$ cat config.mk
export PLATFORM = sky130hd
export DESIGN_NAME = lifo_preemptive_task_scheduler_flat
export DESIGN_NICKNAME = d
export VERILOG_FILES = /design/src/hw/rtl/lpts_pkg.sv /design/src/hw/rtl/lpts_if.sv /design/src/hw/rtl/lpts_stack_ram.sv /design/src/hw/rtl/lifo_preemptive_task_scheduler.sv /design/src/flat_wrapper.sv
export SDC_FILE = /design/constraint.sdc
export NUM_CORES = 1
export LEC_CHECK = 0
export BUFFER_PORTS_ARGS = -buffer_cell sky130_fd_sc_hd__buf_4
export CORE_AREA = 5 5 235 237
export CTS_CLUSTER_DIAMETER = 100
export CTS_CLUSTER_SIZE = 30
export DETAILED_ROUTE_END_ITERATION = 7
export DIE_AREA = 0 0 240 242
export SLEW_MARGIN = 20
export SYNTH_ARGS = -nofsm -noshare
export SYNTH_HDL_FRONTEND = slang
export SYNTH_SLANG_ARGS = --single-unit
$ cat constraint.sdc
create_clock -name clk -period 16.9 [get_ports clk]
set_input_delay 3.38 -clock clk [delete_from_list [all_inputs] [get_ports clk]]
set_output_delay 3.38 -clock clk [all_outputs]
set_load 0.05 [all_outputs]
$ cat src/hw/rtl/lpts_pkg.sv
package lpts_pkg;

  // field widths
  localparam int ID_W   = 8;
  localparam int MIN_W  = 11;
  localparam int TIME_W = 12;

  // default stack depth
  localparam int STACK_DEPTH_DEF = 16;

  // input kinds
  localparam logic KIND_TASK  = 1'b0;
  localparam logic KIND_FLUSH = 1'b1;

  // one paused task: id over remaining minutes
  typedef struct packed {
    logic [ID_W-1:0]  id;
    logic [MIN_W-1:0] left;
  } entry_t;

endpackage

$ cat src/hw/rtl/lpts_if.sv
interface lpts_in_if
  import lpts_pkg::*;
  ();
  logic              valid;
  logic              ready;
  logic              kind;
  logic [ID_W-1:0]   task_id;
  logic [MIN_W-1:0]  start_minute;
  logic [MIN_W-1:0]  duration;

  modport source (output valid, kind, task_id, start_minute, duration, input ready);
  modport sink   (input valid, kind, task_id, start_minute, duration, output ready);
endinterface

interface lpts_out_if
  import lpts_pkg::*;
  ();
  logic            valid;
  logic            ready;
  logic [ID_W-1:0] done_id;
  logic            last;
  logic            overflow;

  modport source (output valid, done_id, last, overflow, input ready);
  modport sink   (input valid, done_id, last, overflow, output ready);
endinterface

$ cat src/hw/rtl/lpts_stack_ram.sv
module lpts_stack_ram
  import lpts_pkg::*;
#(
  parameter int DEPTH = STACK_DEPTH_DEF,
  parameter int IDX_W = (DEPTH > 1) ? $clog2(DEPTH) : 1
) (
  input  logic             clk,
  input  logic             wr_en,
  input  logic [IDX_W-1:0] wr_addr,
  input  entry_t           wr_data,
  input  logic             rd_en,
  input  logic [IDX_W-1:0] rd_addr,
  output entry_t           rd_data
);

  entry_t mem [DEPTH];

  // write port
  always_ff @(posedge clk) begin
    if (wr_en) begin
      mem[wr_addr] <= wr_data;
    end
  end

  // registered read port, holds while not enabled
  always_ff @(posedge clk) begin
    if (rd_en) begin
      rd_data <= mem[rd_addr];
    end
  end

endmodule

$ cat src/hw/rtl/lifo_preemptive_task_scheduler.sv
// channel   dir  modport  word
// tasks     in   sink     kind, task_id, start_minute, duration
// results   out  source   done_id, last, overflow
//
// An arrival that only preempts or starts a task is taken in S_IDLE and reports nothing.
// Stacked tasks are popped one per cycle, while the result register is not stalled,
// through the single read port of the stack memory; a resumed task that is paused
// again is written back before S_AR_LAST reports the arrival's last completion.
// Synchronous reset empties the scheduler; stack contents need no clearing.
// A stalled result register holds the sequencer until the word is taken.
module lifo_preemptive_task_scheduler
  import lpts_pkg::*;
#(
  parameter int STACK_DEPTH = STACK_DEPTH_DEF
) (
  input  logic        clk,
  input  logic        rst,
  lpts_in_if.sink     tasks,
  lpts_out_if.source  results
);

  localparam int CNT_W = $clog2(STACK_DEPTH + 1);
  localparam int IDX_W = (STACK_DEPTH > 1) ? $clog2(STACK_DEPTH) : 1;

  localparam logic [2:0] S_IDLE     = 3'd0;
  localparam logic [2:0] S_EMIT_CUR = 3'd1;
  localparam logic [2:0] S_FL_POP   = 3'd2;
  localparam logic [2:0] S_AR_POP   = 3'd3;
  localparam logic [2:0] S_AR_LAST  = 3'd4;

  logic [2:0]        state;
  logic              have_current;
  logic [ID_W-1:0]   cur_id;
  logic [TIME_W-1:0] cur_start;
  logic [MIN_W-1:0]  cur_left;
  logic [CNT_W-1:0]  count;
  logic              overflow;
  logic              item_flush;
  logic [ID_W-1:0]   item_id;
  logic [MIN_W-1:0]  item_t;
  logic [MIN_W-1:0]  item_dur;
  logic [TIME_W-1:0] now;
  logic [ID_W-1:0]   pend_id;
  logic              out_valid;
  logic [ID_W-1:0]   out_id;
  logic              out_last;
  logic              out_ovf;

  logic              accept;
  logic              can_emit;
  logic              emit;
  logic [ID_W-1:0]   emit_id;
  logic              emit_last;
  logic              full;
  logic              empty;
  logic [CNT_W-1:0]  count_dec;
  logic [TIME_W-1:0] cur_end;
  logic [TIME_W-1:0] t_in;
  logic [TIME_W-1:0] t_item;
  logic [MIN_W-1:0]  elapsed;
  logic [TIME_W-1:0] pop_end;
  logic              pop_fits;
  logic              pop_stop;
  logic [TIME_W-1:0] gap;

  logic              wr_en;
  logic              rd_en;
  entry_t            wr_data;
  entry_t            rd_data;

  lpts_stack_ram #(
    .DEPTH (STACK_DEPTH),
    .IDX_W (IDX_W)
  ) u_stack (
    .clk     (clk),
    .wr_en   (wr_en),
    .wr_addr (count[IDX_W-1:0]),
    .wr_data (wr_data),
    .rd_en   (rd_en),
    .rd_addr (count_dec[IDX_W-1:0]),
    .rd_data (rd_data)
  );

  // datapath helpers
  assign accept    = tasks.valid && (state == S_IDLE);
  assign can_emit  = !out_valid || results.ready;
  assign full      = (count == CNT_W'(STACK_DEPTH));
  assign empty     = (count == '0);
  assign count_dec = count - 1'b1;
  assign t_in      = {1'b0, tasks.start_minute};
  assign t_item    = {1'b0, item_t};
  assign cur_end   = cur_start + {1'b0, cur_left};
  assign elapsed   = (t_in > cur_start) ? MIN_W'(t_in - cur_start) : '0;
  assign pop_end   = now + {1'b0, rd_data.left};
  assign pop_fits  = (pop_end <= t_item);
  assign pop_stop  = (pop_end == t_item) || empty;
  assign gap       = t_item - now;

  // memory port control and result selection
  always_comb begin
    rd_en     = 1'b0;
    wr_en     = 1'b0;
    wr_data   = '0;
    emit      = 1'b0;
    emit_id   = '0;
    emit_last = 1'b0;
    case (state)
      S_IDLE: begin
        if (accept) begin
          if (tasks.kind == KIND_FLUSH) begin
            rd_en = !have_current && !empty;
          end else if (have_current && (cur_end > t_in)) begin
            wr_en        = !full;
            wr_data.id   = cur_id;
            wr_data.left = cur_left - elapsed;
          end else if (have_current && (cur_end < t_in)) begin
            rd_en = !empty;
          end
        end
      end
      S_EMIT_CUR: begin
        if (can_emit) begin
          emit      = 1'b1;
          emit_id   = cur_id;
          emit_last = !item_flush || empty;
          rd_en     = item_flush && !empty;
        end
      end
      S_FL_POP: begin
        if (can_emit) begin
          emit      = 1'b1;
          emit_id   = rd_data.id;
          emit_last = empty;
          rd_en     = !empty;
        end
      end
      S_AR_POP: begin
        if (pop_fits) begin
          if (can_emit) begin
            emit    = 1'b1;
            emit_id = pend_id;
            rd_en   = !pop_stop;
          end
        end else begin
          wr_en        = 1'b1;
          wr_data.id   = rd_data.id;
          wr_data.left = rd_data.left - MIN_W'(gap);
        end
      end
      S_AR_LAST: begin
        if (can_emit) begin
          emit      = 1'b1;
          emit_id   = pend_id;
          emit_last = 1'b1;
        end
      end
      default: begin
      end
    endcase
  end

  // sequencer and scheduler state
  always_ff @(posedge clk) begin
    if (rst) begin
      state        <= S_IDLE;
      have_current <= 1'b0;
      cur_id       <= '0;
      cur_start    <= '0;
      cur_left     <= '0;
      count        <= '0;
      overflow     <= 1'b0;
    end else begin
      if (rd_en) begin
        count <= count_dec;
      end
      case (state)
        S_IDLE: begin
          if (accept) begin
            item_flush <= (tasks.kind == KIND_FLUSH);
            item_id    <= tasks.task_id;
            item_t     <= tasks.start_minute;
            item_dur   <= tasks.duration;
            if (tasks.kind == KIND_FLUSH) begin
              if (have_current) begin
                state <= S_EMIT_CUR;
              end else begin
                if (!empty) begin
                  state <= S_FL_POP;
                end
                cur_id    <= '0;
                cur_start <= '0;
                cur_left  <= '0;
              end
            end else if (!have_current || (cur_end > t_in)) begin
              // start, or preempt the running task
              if (have_current) begin
                if (full) begin
                  overflow <= 1'b1;
                end else begin
                  count <= count + 1'b1;
                end
              end
              have_current <= 1'b1;
              cur_id       <= tasks.task_id;
              cur_start    <= t_in;
              cur_left     <= tasks.duration;
            end else if ((cur_end < t_in) && !empty) begin
              pend_id <= cur_id;
              now     <= cur_end;
              state   <= S_AR_POP;
            end else begin
              state <= S_EMIT_CUR;
            end
          end
        end
        S_EMIT_CUR: begin
          if (can_emit) begin
            if (item_flush && !empty) begin
              state <= S_FL_POP;
            end else begin
              state <= S_IDLE;
            end
            if (item_flush) begin
              have_current <= 1'b0;
              cur_id       <= '0;
              cur_start    <= '0;
              cur_left     <= '0;
            end else begin
              cur_id    <= item_id;
              cur_start <= t_item;
              cur_left  <= item_dur;
            end
          end
        end
        S_FL_POP: begin
          if (can_emit && empty) begin
            state <= S_IDLE;
          end
        end
        S_AR_POP: begin
          if (pop_fits) begin
            if (can_emit) begin
              pend_id <= rd_data.id;
              now     <= pop_end;
              if (pop_stop) begin
                state <= S_AR_LAST;
              end
            end
          end else begin
            // resumed task is paused again with what is left
            count <= count + 1'b1;
            state <= S_AR_LAST;
          end
        end
        S_AR_LAST: begin
          if (can_emit) begin
            state     <= S_IDLE;
            cur_id    <= item_id;
            cur_start <= t_item;
            cur_left  <= item_dur;
          end
        end
        default: begin
          state <= S_IDLE;
        end
      endcase
    end
  end

  // result register
  always_ff @(posedge clk) begin
    if (rst) begin
      out_valid <= 1'b0;
    end else if (emit) begin
      out_valid <= 1'b1;
    end else if (results.ready) begin
      out_valid <= 1'b0;
    end
  end

  always_ff @(posedge clk) begin
    if (emit) begin
      out_id   <= emit_id;
      out_last <= emit_last;
      out_ovf  <= overflow;
    end
  end

  assign tasks.ready      = (state == S_IDLE);
  assign results.valid    = out_valid;
  assign results.done_id  = out_id;
  assign results.last     = out_last;
  assign results.overflow = out_ovf;

endmodule

$ cat src/flat_wrapper.sv
// flat-port wrapper written by rule: the top's interface ports become plain ports
module lifo_preemptive_task_scheduler_flat import lpts_pkg::*;
#(
  parameter int STACK_DEPTH = STACK_DEPTH_DEF
)
  (clk, rst, tasks_valid, tasks_kind, tasks_task_id, tasks_start_minute, tasks_duration, tasks_ready, results_valid, results_done_id, results_last, results_overflow, results_ready);
  lpts_in_if tasks_i ();
  lpts_out_if results_i ();
  input  logic clk;
  input  logic rst;
  input wire logic [$bits(tasks_i.valid)-1:0] tasks_valid;
  input wire logic [$bits(tasks_i.kind)-1:0] tasks_kind;
  input wire logic [$bits(tasks_i.task_id)-1:0] tasks_task_id;
  input wire logic [$bits(tasks_i.start_minute)-1:0] tasks_start_minute;
  input wire logic [$bits(tasks_i.duration)-1:0] tasks_duration;
  output wire logic [$bits(tasks_i.ready)-1:0] tasks_ready;
  output wire logic [$bits(results_i.valid)-1:0] results_valid;
  output wire logic [$bits(results_i.done_id)-1:0] results_done_id;
  output wire logic [$bits(results_i.last)-1:0] results_last;
  output wire logic [$bits(results_i.overflow)-1:0] results_overflow;
  input wire logic [$bits(results_i.ready)-1:0] results_ready;
  assign tasks_i.valid = tasks_valid;
  assign tasks_i.kind = tasks_kind;
  assign tasks_i.task_id = tasks_task_id;
  assign tasks_i.start_minute = tasks_start_minute;
  assign tasks_i.duration = tasks_duration;
  assign tasks_ready = tasks_i.ready;
  assign results_valid = results_i.valid;
  assign results_done_id = results_i.done_id;
  assign results_last = results_i.last;
  assign results_overflow = results_i.overflow;
  assign results_i.ready = results_ready;
  lifo_preemptive_task_scheduler #(.STACK_DEPTH(STACK_DEPTH)) u_core (.clk(clk), .rst(rst), .tasks(tasks_i), .results(results_i));
endmodule
==> impl_metrics.env <==
export IMPL_initialDrtViolationCount=844
export IMPL_drv_slew=0
export IMPL_hp_start="u_core.cur_start[3]$_SDFFE_PP0P_"
export IMPL_seq_area_frac_synth=0.6217
export IMPL_ys_flop_type="edfxtp_1"
export IMPL_vias=11390
export IMPL_setup_slack_ns=9.399
export IMPL_p_sw_frac=0.3790
export IMPL_period_minus_slack_ns=7.501
export IMPL_drt_met1_wl_um=21090
export IMPL_dp_slack_ns=8.945
export IMPL_grt_first_pass_wirelength_um=72510
export IMPL_setup_viol=0
export IMPL_cts_tree="done"
export IMPL_fp_row_count=85
export IMPL_cp_required_ns=17.13
export IMPL_final_hold_viol_count=0
export IMPL_critPathKind="input port to flop"
export IMPL_reg2reg_depth=19
export IMPL_synthArstFlopShare=0
export IMPL_ant_nets=0
export IMPL_tns_ns=0
export IMPL_switchingPower_mw=1.347
export IMPL_ctsHoldBuffers=0
export IMPL_cp_end_kind="flop"
export IMPL_layout_nets=1474
export IMPL_crit_arrival_ns=7.73
export IMPL_seqPwrFrac=0.383
export IMPL_slew_headroom=0.3280
export IMPL_post_route_drc_count=0
export IMPL_areaGrowthSynthToFinish_pct=9.591
export IMPL_grt_ovfl_total=0
export IMPL_internal_power_mw=2.207
export IMPL_max_clock_path_buffers=3
export IMPL_holdPathEnd="u_core.cur_start[3]$_SDFFE_PP0P_"
export IMPL_rr_endpoint="u_core.u_stack.mem[7][7]$_DFFE_PP_"
export IMPL_syn_avg_cell_area_sq_um=15.27
export IMPL_clock_root_buffer="clkbuf_16"
export IMPL_power_total_mw=3.554
export IMPL_ctsResizeCount=0
export IMPL_leakage_nw=7.639
export IMPL_p_per_area_mw_per_mm2=163.2
export IMPL_placed_area_sq_mm=0.02117
export IMPL_synth_most_common_cell="edfxtp_1"
export IMPL_grt_max_degree=61
export IMPL_cts_max_level=1
export IMPL_cts_clk_slew_worst_paths_ns=0.11
export IMPL_synth_area_sq_mm=0.01987
export IMPL_drive_gt1_frac=0.1824
export IMPL_io_buffers=46
export IMPL_worstReg2RegStart="u_core.cur_left[0]$_SDFFE_PP0P_"
export IMPL_pwr_share_comb=0.457
export IMPL_crit_fanout=16
export IMPL_maxCapViolCount=0
export IMPL_avgViaCountPerCell=5.558
export IMPL_cts_setup_buffers=0
export IMPL_synth_area_leaders="edfxtp_1 (58%), mux4_2 (11%), ha_1 (5.1%)"
export IMPL_fin_skew_ns=0.05978
export IMPL_wirelength_um=47820
export IMPL_die_w_um=240
export IMPL_route_met3_wl_um=2293
export IMPL_top_level_ports=47
export IMPL_ys_ff_latch=425
export IMPL_synth_largest_area_cell="edfxtp_1"
export IMPL_stdcell_count=2050
export IMPL_drtPass1Iterations=5
export IMPL_start_kind="input port"
export IMPL_hold_depth=2
export IMPL_synth_top_area_share=0.5804
export IMPL_min_path_type="flop to flop"
export IMPL_top_layer="met4"
export IMPL_place_hpwl_um=31070
export IMPL_run_status="finished clean"
export IMPL_coreArea_sq_mm=0.05307
export IMPL_start_util=0.3744
export IMPL_rrSetupSlack_ns=10.27
export IMPL_peakVddDrop_uv=103.8
export IMPL_synth_edff_count=384
export IMPL_fmax_mhz=133.3
export IMPL_grt_pass1_vias=11540
export IMPL_yosysWarnings=0
export IMPL_gp_congestion=0.9107
export IMPL_syn_inst=1301
export IMPL_syn_nets=1431
export IMPL_antenna_cells=0
export IMPL_grt_util_all_layers=0.1619
export IMPL_wire_per_inst_um=23.33
export IMPL_pwr_share_clk=0.160
export IMPL_fin_area_sq_mm=0.02177
export IMPL_min_period_over_period=0.4438
export IMPL_antenna_found_initial=0
export IMPL_die_h_um=242
export IMPL_wl_met2_um=23550
export IMPL_worst_slew_pin_slew_ns=1.002
export IMPL_synth_top_cells_by_count="edfxtp_1 (384), mux4_2 (95), inv_1 (88)"
export IMPL_placed_cells=2019
export IMPL_clock_sink_count=425
export IMPL_numCtsBuffers=19
export IMPL_dieArea_sq_mm=0.05808
export IMPL_ys_types=73
export IMPL_clock_latency_ns=0.58
export IMPL_rsz0062_at_grt="no"
-- final cells by class --
class	instances	area (sq um)
Fill cell	4773	31300
Sequential cell	425	12360
Multi-Input combinational cell	733	7041
Tap cell	696	870.8
Timing Repair Buffer	76	570.5
Clock buffer	26	501.7
Inverter	89	334.1
Clock inverter	5	101.3
-- worst max path at each step --
stage                                     endpoint  slack, ns  depth (start not counted)                  start
6_report       u_core.u_stack.mem[14][9]$_DFFE_PP_       9.40                         20  tasks_start_minute[0]
5_1_grt        u_core.u_stack.mem[14][9]$_DFFE_PP_       9.00                         20  tasks_start_minute[0]
4_1_cts         u_core.u_stack.mem[9][9]$_DFFE_PP_       9.51                         20  tasks_start_minute[0]
3_5_place_dp    u_core.u_stack.mem[2][9]$_DFFE_PP_       8.95                         20  tasks_start_minute[0]
3_3_place_gp    u_core.u_stack.mem[2][9]$_DFFE_PP_       9.09                         20  tasks_start_minute[0]
2_1_floorplan  u_core.u_stack.mem[0][10]$_DFFE_PP_       9.22                         22  tasks_start_minute[0]
-- cell families after synthesis --
group                    share of synthesized area
adder cells (fa/ha/maj)                    0.06511
AO/OA/AOI/OAI                              0.08306
multiplexers                                0.1201
flip-flops                                  0.6217
XOR/XNOR                                   0.01977
buffers and inverters                      0.02809
AND/OR/NAND/NOR                            0.06222
-- power by group through the flow --
| stage | clock, mW | combinational (mW) | sequential, mW |
|---|---|---|---|
| floorplan | 0 | 1.20 | 1.36 |
| global placement | 0 | 1.61 | 1.38 |
| detailed placement | 0 | 1.63 | 1.38 |
| CTS | 0.582 | 1.64 | 1.36 |
| global route | 0.624 | 1.78 | 1.37 |
| finish | 0.569 | 1.62 | 1.36 |
-- placed cells by master (no fill, tap or decap), types with 10 or more instances in the layout --
cell type / count
edfxtp_1: 384
mux4_2: 95
inv_1: 88
ha_1: 80
buf_4: 76
nor2_1: 68
a21oi_1: 49
nand2_1: 45
dfxtp_1: 40
nor2b_1: 34
o21ai_0: 33
nor3_1: 33
a221oi_1: 30
xnor2_1: 29
a211oi_1: 20
clkbuf_16: 19
mux2_2: 18
fa_1: 14
xor2_1: 13
a22o_1: 12
a21o_1: 11
nand3_1: 10
a22oi_1: 10
-- per-stage QoR --
step,utilization,hold WS [ns]
2_1_floorplan,-,0.4091
3_3_place_gp,0.3989,0.4944
3_5_place_dp,0.3989,0.4911
4_1_cts,0.4103,0.5239
5_1_grt,0.4103,0.5370
6_report,0.4103,0.5214
-- metal layers --
layer,up-vias,track usage
li1,5146,-
met1,5896,0.2281
met2,302,0.2729
met3,50,0.02004
met4,0,0.03221
met5,-,0
-- worst max-delay path, cell delays in order --
cell and delay, ns:
buf_4 0.13, inv_1 0.05, ha_1 0.13, inv_1 0.06, fa_1 0.43, a211oi_1 0.33, o21a_1 0.21, o21ai_0 0.09
a31oi_1 0.28, a21oi_1 0.28, nand2_1 0.19, ha_1 0.23, nor2b_1 0.12, o21ai_0 0.24, a21oi_1 0.14, o21ai_0 0.32
a211oi_1 0.16, o21a_1 0.21, or3_1 0.31, a32o_1 0.43
-- sequential cells by signal, indices dropped and copies added, names as in the netlist, 3 cells and up --
register / flops
u_core.cur_start: 11
u_core.results.done_id: 8
u_core.now: 12
u_core.cur_id: 8
u_core.item_id: 8
u_core.count: 5
u_core.state: 3
u_core.cur_left: 11
u_core.pend_id: 8
u_core.u_stack.rd_data: 19
u_core.u_stack.mem: 304
u_core.item_t: 11
u_core.item_dur: 11
Note: power is estimated with default switching activity, not from simulation.
